--- src/hw/rtl/plof_pkg.sv ---
// ----------------------------------------------------------------------------
// plof_pkg
// Shared types and codes for the price level order queue.
// ----------------------------------------------------------------------------
`default_nettype none

package plof_pkg;

    localparam int KEY_W = 32;
    localparam int VOL_W = 37;
    localparam logic [VOL_W-1:0] VOL_MAX = {VOL_W{1'b1}};

    localparam logic [1:0] CMD_INSERT  = 2'd0;
    localparam logic [1:0] CMD_ERASE   = 2'd1;
    localparam logic [1:0] CMD_FULFILL = 2'd2;

    localparam logic [2:0] STS_OK      = 3'd0;
    localparam logic [2:0] STS_DUP     = 3'd1;
    localparam logic [2:0] STS_BAD     = 3'd2;
    localparam logic [2:0] STS_FULL    = 3'd3;
    localparam logic [2:0] STS_MISSING = 3'd4;

    localparam logic [1:0] REG_SIDE  = 2'd0;
    localparam logic [1:0] REG_PRICE = 2'd1;

    localparam logic KIND_CLOSE = 1'b0;
    localparam logic KIND_TRADE = 1'b1;

    typedef enum logic [2:0] {
        ST_IDLE,
        ST_SCAN,
        ST_SHIFT,
        ST_WALK,
        ST_DONE
    } state_t;

    typedef struct packed {
        logic              key_hit;
        logic [KEY_W-1:0]  avail;
        logic [KEY_W-1:0]  fill;
        logic [KEY_W-1:0]  filled_new;
        logic              full;
    } match_t;

endpackage

`default_nettype wire

--- src/hw/rtl/price_level_order_fifo.sv ---
// ----------------------------------------------------------------------------
// price_level_order_fifo
// One price level of an order book: FIFO of resting orders with insert,
// erase by id and first-in first-out matching of incoming orders.
// ----------------------------------------------------------------------------
// Busy rises at the accepting edge and holds through the scan, shift or match walk
// over the resting orders that the command needs, and through the completion state.
// The closing result strobes in the same cycle as busy falls.
// Throughput: one transaction at a time; the slot memory is visited one
// entry per cycle through its single read port. Results cannot be stalled.
// Reset clears the queue count, volume and configuration; no clearing pass.
`default_nettype none

module price_level_order_fifo
    import plof_pkg::*;
#(
    parameter int QUEUE_DEPTH = 32
)
(
    input  wire logic        clk,
    input  wire logic        rst_n,
    input  wire logic        cfg_write,
    input  wire logic [1:0]  cfg_index,
    input  wire logic [31:0] cfg_data,
    input  wire logic        start,
    output logic             busy,
    input  wire logic [1:0]  command,
    input  wire logic [31:0] order_key,
    input  wire logic        order_side,
    input  wire logic [31:0] order_price,
    input  wire logic [31:0] order_size,
    input  wire logic [31:0] order_done,
    output logic             strobe,
    output logic             item_kind,
    output logic [2:0]       status,
    output logic [31:0]      resting_key,
    output logic [31:0]      traded_volume,
    output logic             resting_complete,
    output logic [31:0]      request_filled,
    output logic             request_complete,
    output logic [36:0]      open_volume,
    output logic [5:0]       order_count,
    output logic             last
);

    localparam int AW = (QUEUE_DEPTH > 1) ? $clog2(QUEUE_DEPTH) : 1;
    localparam int CW = $clog2(QUEUE_DEPTH + 1);

    state_t state_reg, state_next;

    logic             side_cfg_reg;
    logic [31:0]      price_cfg_reg;

    logic [1:0]       cmd_reg, cmd_next;
    logic [31:0]      key_reg, key_next;
    logic             side_reg, side_next;
    logic [31:0]      price_reg, price_next;
    logic [31:0]      size_reg, size_next;
    logic [31:0]      done_reg, done_next;
    logic [2:0]       sts_reg, sts_next;
    logic [CW-1:0]    count_reg, count_next;
    logic [VOL_W-1:0] vol_reg, vol_next;
    logic [CW-1:0]    rd_ptr_reg, rd_ptr_next;
    logic [CW-1:0]    pidx_reg, pidx_next;
    logic             pv_reg, pv_next;
    logic [CW-1:0]    wr_ptr_reg, wr_ptr_next;
    logic [CW-1:0]    n_reg, n_next;
    logic             stop_reg, stop_next;

    logic             strobe_reg;
    logic             kind_reg;
    logic [2:0]       ost_reg;
    logic [31:0]      rkey_out_reg;
    logic [31:0]      tvol_reg;
    logic             rcomp_reg;
    logic [31:0]      rfill_out_reg;
    logic             rcompl_reg;
    logic [VOL_W-1:0] ovol_reg;
    logic [CW-1:0]    ocnt_reg;
    logic             last_reg;

    logic             mem_we;
    logic [AW-1:0]    mem_waddr;
    logic [31:0]      mem_wkey, mem_wsize, mem_wfill;
    logic [31:0]      mem_rkey, mem_rsize, mem_rfill;

    logic             active;
    logic [CW-1:0]    limit;
    logic             issue;
    logic             scan_hit;
    logic             scan_end;
    logic             seq_end;
    logic             ins_bad;
    logic             ful_bad;
    logic [VOL_W:0]   vol_sum;
    logic             emit_trade;
    logic             emit_close;
    logic [31:0]      req_avail;

    match_t           alu_res;

    plof_store #(
        .DEPTH (QUEUE_DEPTH),
        .AW    (AW)
    ) u_store (
        .clk   (clk),
        .we    (mem_we),
        .waddr (mem_waddr),
        .wkey  (mem_wkey),
        .wsize (mem_wsize),
        .wfill (mem_wfill),
        .raddr (rd_ptr_reg[AW-1:0]),
        .rkey  (mem_rkey),
        .rsize (mem_rsize),
        .rfill (mem_rfill)
    );

    assign req_avail = stop_reg ? '0 : (size_reg - done_reg);

    plof_alu u_alu (
        .rest_key  (mem_rkey),
        .rest_size (mem_rsize),
        .rest_fill (mem_rfill),
        .req_key   (key_reg),
        .req_avail (req_avail),
        .res       (alu_res)
    );

    assign active   = (state_reg == ST_SCAN) || (state_reg == ST_SHIFT)
                   || (state_reg == ST_WALK);
    assign limit    = (state_reg == ST_WALK) ? n_reg : count_reg;
    assign scan_hit = (state_reg == ST_SCAN) && pv_reg && alu_res.key_hit;
    assign issue    = active && (rd_ptr_reg < limit) && !scan_hit;
    assign scan_end = (state_reg == ST_SCAN) && (scan_hit || (!issue && !pv_reg));
    assign seq_end  = !issue && !pv_reg;
    assign ins_bad  = (side_reg != side_cfg_reg) || (price_reg != price_cfg_reg)
                   || (size_reg == '0) || (done_reg > size_reg);
    assign ful_bad  = (order_side == side_cfg_reg) || (order_price != price_cfg_reg)
                   || (order_size == '0) || (order_done > order_size);
    assign vol_sum  = {1'b0, vol_reg} + (VOL_W + 1)'(size_reg - done_reg);

    always_comb
    begin
        state_next = state_reg;
        unique case (state_reg)
            ST_IDLE:
            begin
                if (start)
                begin
                    if (command == CMD_INSERT || command == CMD_ERASE)
                        state_next = ST_SCAN;
                    else if (command == CMD_FULFILL && count_reg != '0 && !ful_bad)
                        state_next = ST_WALK;
                    else
                        state_next = ST_DONE;
                end
            end
            ST_SCAN:
            begin
                if (scan_end)
                    state_next = (cmd_reg == CMD_ERASE && scan_hit) ? ST_SHIFT : ST_DONE;
            end
            ST_SHIFT:
            begin
                if (seq_end)
                    state_next = ST_DONE;
            end
            ST_WALK:
            begin
                if (seq_end)
                    state_next = ST_DONE;
            end
            ST_DONE:
                state_next = ST_IDLE;
            default:
                state_next = ST_IDLE;
        endcase
    end

    always_comb
    begin
        cmd_next    = cmd_reg;
        key_next    = key_reg;
        side_next   = side_reg;
        price_next  = price_reg;
        size_next   = size_reg;
        done_next   = done_reg;
        sts_next    = sts_reg;
        count_next  = count_reg;
        vol_next    = vol_reg;
        rd_ptr_next = issue ? (rd_ptr_reg + CW'(1)) : rd_ptr_reg;
        pidx_next   = rd_ptr_reg;
        pv_next     = issue;
        wr_ptr_next = wr_ptr_reg;
        n_next      = n_reg;
        stop_next   = stop_reg;
        mem_we      = 1'b0;
        mem_waddr   = wr_ptr_reg[AW-1:0];
        mem_wkey    = mem_rkey;
        mem_wsize   = mem_rsize;
        mem_wfill   = mem_rfill;
        emit_trade  = 1'b0;
        emit_close  = 1'b0;

        unique case (state_reg)
            ST_IDLE:
            begin
                if (start)
                begin
                    cmd_next    = command;
                    key_next    = order_key;
                    side_next   = order_side;
                    price_next  = order_price;
                    size_next   = order_size;
                    done_next   = order_done;
                    rd_ptr_next = '0;
                    wr_ptr_next = '0;
                    n_next      = count_reg;
                    stop_next   = 1'b0;
                    sts_next    = STS_OK;
                    if (command == CMD_FULFILL && count_reg == '0)
                        sts_next = STS_FULL;
                    else if (command == CMD_FULFILL && ful_bad)
                        sts_next = STS_BAD;
                    else if (command != CMD_INSERT && command != CMD_ERASE
                             && command != CMD_FULFILL)
                        sts_next = STS_BAD;
                end
            end
            ST_SCAN:
            begin
                if (scan_end)
                begin
                    if (cmd_reg == CMD_INSERT)
                    begin
                        priority if (scan_hit)
                            sts_next = STS_DUP;
                        else if (ins_bad)
                            sts_next = STS_BAD;
                        else if (count_reg >= CW'(QUEUE_DEPTH))
                            sts_next = STS_FULL;
                        else
                        begin
                            mem_we     = 1'b1;
                            mem_waddr  = count_reg[AW-1:0];
                            mem_wkey   = key_reg;
                            mem_wsize  = size_reg;
                            mem_wfill  = done_reg;
                            count_next = count_reg + CW'(1);
                            vol_next   = vol_sum[VOL_W] ? VOL_MAX : vol_sum[VOL_W-1:0];
                        end
                    end
                    else if (scan_hit)
                    begin
                        vol_next    = (VOL_W'(alu_res.avail) > vol_reg) ? '0
                                    : vol_reg - VOL_W'(alu_res.avail);
                        wr_ptr_next = pidx_reg;
                        rd_ptr_next = pidx_reg + CW'(1);
                    end
                    else
                        sts_next = STS_MISSING;
                end
            end
            ST_SHIFT:
            begin
                if (pv_reg)
                begin
                    mem_we      = 1'b1;
                    wr_ptr_next = wr_ptr_reg + CW'(1);
                end
                if (seq_end)
                    count_next = count_reg - CW'(1);
            end
            ST_WALK:
            begin
                if (pv_reg)
                begin
                    if (stop_reg)
                    begin
                        mem_we      = 1'b1;
                        wr_ptr_next = wr_ptr_reg + CW'(1);
                    end
                    else
                    begin
                        done_next  = done_reg + alu_res.fill;
                        vol_next   = (VOL_W'(alu_res.fill) > vol_reg) ? '0
                                   : vol_reg - VOL_W'(alu_res.fill);
                        emit_trade = (alu_res.fill != '0);
                        stop_next  = ((done_reg + alu_res.fill) == size_reg);
                        if (alu_res.full)
                            count_next = count_reg - CW'(1);
                        else
                        begin
                            mem_we      = 1'b1;
                            mem_wfill   = alu_res.filled_new;
                            wr_ptr_next = wr_ptr_reg + CW'(1);
                        end
                    end
                end
            end
            ST_DONE:
                emit_close = 1'b1;
            default:
            begin
                pv_next = 1'b0;
            end
        endcase
    end

    always_ff @(posedge clk or negedge rst_n)
    begin
        if (!rst_n)
        begin
            state_reg     <= ST_IDLE;
            side_cfg_reg  <= 1'b0;
            price_cfg_reg <= '0;
            count_reg     <= '0;
            vol_reg       <= '0;
            pv_reg        <= 1'b0;
            rd_ptr_reg    <= '0;
            strobe_reg    <= 1'b0;
        end
        else
        begin
            state_reg  <= state_next;
            count_reg  <= count_next;
            vol_reg    <= vol_next;
            pv_reg     <= pv_next;
            rd_ptr_reg <= rd_ptr_next;
            strobe_reg <= emit_trade || emit_close;
            if (cfg_write && cfg_index == REG_SIDE)
                side_cfg_reg <= cfg_data[0];
            if (cfg_write && cfg_index == REG_PRICE)
                price_cfg_reg <= cfg_data;
        end
    end

    always_ff @(posedge clk)
    begin
        cmd_reg    <= cmd_next;
        key_reg    <= key_next;
        side_reg   <= side_next;
        price_reg  <= price_next;
        size_reg   <= size_next;
        done_reg   <= done_next;
        sts_reg    <= sts_next;
        pidx_reg   <= pidx_next;
        wr_ptr_reg <= wr_ptr_next;
        n_reg      <= n_next;
        stop_reg   <= stop_next;

        kind_reg      <= emit_trade ? KIND_TRADE : KIND_CLOSE;
        ost_reg       <= emit_trade ? STS_OK : sts_reg;
        rkey_out_reg  <= emit_trade ? mem_rkey : '0;
        tvol_reg      <= emit_trade ? alu_res.fill : '0;
        rcomp_reg     <= emit_trade && alu_res.full;
        rfill_out_reg <= (emit_close && cmd_reg == CMD_FULFILL && sts_reg == STS_OK)
                       ? done_reg : '0;
        rcompl_reg    <= emit_close && cmd_reg == CMD_FULFILL && sts_reg == STS_OK
                       && done_reg == size_reg;
        ovol_reg      <= vol_next;
        ocnt_reg      <= count_next;
        last_reg      <= emit_close;
    end

    assign busy             = (state_reg != ST_IDLE);
    assign strobe           = strobe_reg;
    assign item_kind        = kind_reg;
    assign status           = ost_reg;
    assign resting_key      = rkey_out_reg;
    assign traded_volume    = tvol_reg;
    assign resting_complete = rcomp_reg;
    assign request_filled   = rfill_out_reg;
    assign request_complete = rcompl_reg;
    assign open_volume      = ovol_reg;
    assign order_count      = 6'(ocnt_reg);
    assign last             = last_reg;

    assert property (@(posedge clk) disable iff (!rst_n)
        count_reg <= CW'(QUEUE_DEPTH))
        else $error("queue count above depth");

    assert property (@(posedge clk) disable iff (!rst_n)
        (start && !busy) |=> busy)
        else $error("accepted transaction did not start");

    assert property (@(posedge clk) disable iff (!rst_n)
        (strobe && last) |-> $past(state_reg == ST_DONE))
        else $error("closing result outside completion");

endmodule

`default_nettype wire

--- src/hw/rtl/plof_store.sv ---
// ----------------------------------------------------------------------------
// plof_store
// Slot memory: one write port, one registered read port.
// ----------------------------------------------------------------------------
`default_nettype none

module plof_store
    import plof_pkg::*;
#(
    parameter int DEPTH = 32,
    parameter int AW    = 5
)
(
    input  wire logic             clk,
    input  wire logic             we,
    input  wire logic [AW-1:0]    waddr,
    input  wire logic [KEY_W-1:0] wkey,
    input  wire logic [KEY_W-1:0] wsize,
    input  wire logic [KEY_W-1:0] wfill,
    input  wire logic [AW-1:0]    raddr,
    output logic      [KEY_W-1:0] rkey,
    output logic      [KEY_W-1:0] rsize,
    output logic      [KEY_W-1:0] rfill
);

    logic [KEY_W-1:0] key_mem  [DEPTH];
    logic [KEY_W-1:0] size_mem [DEPTH];
    logic [KEY_W-1:0] fill_mem [DEPTH];

    always_ff @(posedge clk)
    begin
        if (we)
        begin
            key_mem[waddr]  <= wkey;
            size_mem[waddr] <= wsize;
            fill_mem[waddr] <= wfill;
        end
        rkey  <= key_mem[raddr];
        rsize <= size_mem[raddr];
        rfill <= fill_mem[raddr];
    end

endmodule

`default_nettype wire

--- src/hw/rtl/plof_alu.sv ---
// ----------------------------------------------------------------------------
// plof_alu
// Per-slot compare and fill unit shared by search, erase and match walk.
// ----------------------------------------------------------------------------
`default_nettype none

module plof_alu
    import plof_pkg::*;
(
    input  wire logic [KEY_W-1:0] rest_key,
    input  wire logic [KEY_W-1:0] rest_size,
    input  wire logic [KEY_W-1:0] rest_fill,
    input  wire logic [KEY_W-1:0] req_key,
    input  wire logic [KEY_W-1:0] req_avail,
    output match_t                res
);

    logic [KEY_W-1:0] avail;
    logic [KEY_W-1:0] fill;

    always_comb
    begin
        avail = (rest_fill <= rest_size) ? (rest_size - rest_fill) : '0;
        fill  = (avail < req_avail) ? avail : req_avail;
        res.key_hit    = (rest_key == req_key);
        res.avail      = avail;
        res.fill       = fill;
        res.filled_new = rest_fill + fill;
        res.full       = ((rest_fill + fill) == rest_size);
    end

endmodule

`default_nettype wire
--- config.mk ---
export PLATFORM = sky130hd
export DESIGN_NAME = price_level_order_fifo
export DESIGN_NICKNAME = d
export VERILOG_FILES = /design/src/hw/rtl/plof_pkg.sv /design/src/hw/rtl/price_level_order_fifo.sv /design/src/hw/rtl/plof_store.sv /design/src/hw/rtl/plof_alu.sv
export SDC_FILE = /design/constraint.sdc
export NUM_CORES = 2
export LEC_CHECK = 0
export ABC_CLOCK_PERIOD_IN_PS = 15650
export BUFFER_PORTS_ARGS = -buffer_cell sky130_fd_sc_hd__buf_2
export CORE_ASPECT_RATIO = 1.2
export CORE_MARGIN = 1.5
export CORE_UTILIZATION = 45
export DETAILED_ROUTE_END_ITERATION = 7
export PLACE_DENSITY_LB_ADDON = 0.15
export SYNTH_ARGS = -nofsm -noshare
export SYNTH_HDL_FRONTEND = slang
export SYNTH_SLANG_ARGS = --single-unit
--- constraint.sdc ---
create_clock -name clk -period 15.65 [get_ports clk]
set_clock_uncertainty 0.05 [all_clocks]
set_input_delay 0 -clock clk [delete_from_list [all_inputs] [get_ports clk]]
set_output_delay 0 -clock clk [all_outputs]
set_load 0.05 [all_outputs]
==> impl_metrics.toml <==
[yosys]
yosysWarnings = 0
syn_inst = 8471
yosys-top-cells-area = "edfxtp_1 64%, mux4_2 14%, dfxtp_1 3.3%, ha_1 2.5%, dfrtp_1 1.4%"
postSynthAreaPerCell_um2 = 17.8
yosys.area_share.simple = 0.0462
synth-compound-area-share = 0.0475
synthFlopType = "edfxtp_1"
synth-xor-area-share = 0.0215
synth.top_cell.area_share = 0.642
synthArstFlopShare = 0.0245
synth_fa_ha_area_frac = 0.0261
muxShareOfSynthArea = 0.154
synth_top_family_by_area = "multiplexers"
synth_fp_nets = 8950
synth_edf_count = 3218
synth_area_leader_cell = "edfxtp_1"
ys_seq_area_frac = 0.689
post_synth_num_cell_types = 95
netlist_area_um2 = 151000
synth-seq-cells = 3553

[routing]
vias = 86300
routed_via_density = 6.13
drc_errors = 0
firstDrtPassIters = 6
finalWirelength_mm = 475
ant_nets = 0
drt_iter0_markers = 8976
post_drt_wl_per_cell_um = 33.7

[setup_path]
worstRegToRegCells = 35
arrival_ps = 15320
critPathMaxFanout = 32
required_ps = 16290
r2r-start = "done_reg[12]$_DFFE_PP_"
crit_path_top_delay_cell = "o21ai_0"
critical_path_class = "reg -> reg"
critPathMaxStageDelay_ps = 1120
r2r_slack_ps = 970
worstSetupStartpointType = "flop"
cp-end-kind = "flop"
r2r-end = "u_store.fill_mem[19][2]$_DFFE_PP_"
cpMostUsedCell = "o21ai_0"

[power_and_ir_drop]
p_sw_frac = 0.372
p_comb_frac = 0.367
power_uw = 30900
power_leakage_uw = 0.0510
p_per_area_nw_per_um2 = 177
ir_drop_mv = 0.139
internal_power_uw = 19400
p_sw_uw = 11500
power.share.sequential = 0.352
clockPowerShare = 0.281

[die]
start_util = 0.452
design.core.area_um2 = 333000
fp.dieW_um = 531
die_h_um = 637
die_area_um2 = 338000
io_pins = 317
num_rows = 232

[sta]
fin_ws_ps = 970
min_period_over_period = 0.938
rsz0062_at_grt = "false"
tightest_slew_ps = 1390
holdWs_ps = 58.6
fin_crit_ps = 14680
setup_viol = 0
slew_violations = 0
setup_tns_ps = 0
max_freq_mhz = 68.1
relSlewSlack = 0.0674
hold_viol_final = 0

[clock_network]
cts.path.max_buffers = 4
cts_sinks = 3553
cts_tree = "done"
htree_num_levels = 5
clk_pin_slew_ps = 70
worstSkewPairLatency_ps = 960
cts_buffers = 359
cts-root-buf = "clkbuf_16"
ctsResizeCount = 0

[min_path]
min_from = "order_done[17]"
worst_hold_path.endpoint = "done_reg[17]$_DFFE_PP_"
whs_path_depth = 4
min_path_type = "in -> reg"

[finish]
drive_gt1_frac = 0.233
design_area_um2 = 174000
areaGrowthSynthToFinish_pct = 15.7
fill_cells = 26600
top_regs = "u_store.fill_mem (1024), u_store.key_mem (1024), u_store.size_mem (1024)"
nets = 9806

[place]
gp_congestion = 0.992
port_buffers = 316
place_ws_ps = 1720
placed_area_um2 = 159000
dpl.hpwl_mm = 300

[global_routing]
grt_first_pass_wirelength_mm = 662
grt_usage = 0.278
first_global_vias = 87700
antenna_found_initial = 31
grt_max_degree = 131
grt_overflow = 0

[run_status]
status = "complete, no violations"

[run]
max_cap_violations = 0
## metal layers
layer,GRT usage,part of all wire
met1,0.356,0.39
met2,0.463,0.49
met3,0.0443,0.068
met4,0.132,0.054
met5,0.000717,0.00018
## worst max path at each step
stage                         startpoint  cells past startpoint                                 to  slack [ps]
2_1_floorplan      size_reg[0]$_DFFE_PP_                     40  u_store.fill_mem[25][0]$_DFFE_PP_        2530
3_3_place_gp      done_reg[14]$_DFFE_PP_                     34  u_store.fill_mem[6][11]$_DFFE_PP_        1560
3_5_place_dp      done_reg[12]$_DFFE_PP_                     34  u_store.fill_mem[22][3]$_DFFE_PP_        1720
4_1_cts           done_reg[12]$_DFFE_PP_                     34   u_store.fill_mem[7][3]$_DFFE_PP_        1620
5_1_grt        u_store.rfill[17]$_DFF_P_                     37  u_store.fill_mem[16][2]$_DFFE_PP_         700
6_report          done_reg[12]$_DFFE_PP_                     35  u_store.fill_mem[19][2]$_DFFE_PP_         970
## worst max-delay path: cells and delay by family (launching register included)
family                     cells  cell delay [ps]
AOI/OAI and AO/OA             18             6940
buffers and inverters          2              550
DFF                            1              490
and+or+nand+nor                9             4150
adders and majority gates      4             1500
xor gates and xnor gates       2              660
## per-stage QoR
stage / cells / util
2_1_floorplan: 8471 / -
3_3_place_gp: 13100 / 0.477
3_5_place_dp: 13100 / 0.477
4_1_cts: 14100 / 0.523
5_1_grt: 14100 / 0.523
6_report: 14100 / 0.523
## synthesized netlist by cell type, types with 62 or more instances
master    instances
edfxtp_1       3218
mux4_2          960
nand2_1         473
nor2_1          343
clkbuf_1        330
ha_1            303
a21oi_1         291
dfxtp_1         248
inv_1           239
o21ai_0         220
xnor2_1         215
xor2_1          145
mux2_2          134
a21o_1          101
dfrtp_1          87
nand4_1          75
nor3_1           72
and3_1           70
nor4_1           63
nand3_1          62
## logic make-up after synthesis
family / Yosys count
compound gates: 1083
xor+xnor: 364
fa+ha+maj: 310
buf+inv: 614
flops: 3553
mux: 1106
simple gates: 1441
## layout by cell type (no fill, tap or decap), drive strengths merged, types with 58 or more instances in the layout
master,n
dfxtp,248
a21oi,293
mux4,960
o21ai,227
dlygate4sd3,356
clkbuf,455
clkinv,126
mux2,134
o21a,58
ha,303
nor4,64
xnor2,215
nand2,473
a21o,101
nor2,343
dfrtp,87
and2,63
nand3,62
and3,70
xor2,145
inv,258
edfxtp,3218
nand4,75
nor3,72
buf,513
## power by group through the flow
stage	combinational (uW)	clock, uW	sequential [uW]
floorplan	7170	0	11000
global placement	10900	0	11100
detailed placement	10900	0	11100
CTS	11100	8850	10900
global route	12000	9190	10900
finish	11300	8690	10900
## area by class of cell
cell class                      instances  area [um^2]  area share
Clock inverter                        198         2260      0.0130
Multi-Input combinational cell       4304        45000       0.258
Clock buffer                          455         9560      0.0549
Sequential cell                      3553       104000       0.596
Inverter                              240          901     0.00517
Tap cell                             4446         5560      0.0319
Timing Repair Buffer                  869         7110      0.0408
Antenna cell                           15         37.5    0.000215
## what timing repair did
item,4_1_cts,5_1_grt
setup buffers,0,0
hold endpoints to repair,257,0
hold buffers,357,0
Note: power is estimated with default switching activity, not from simulation.
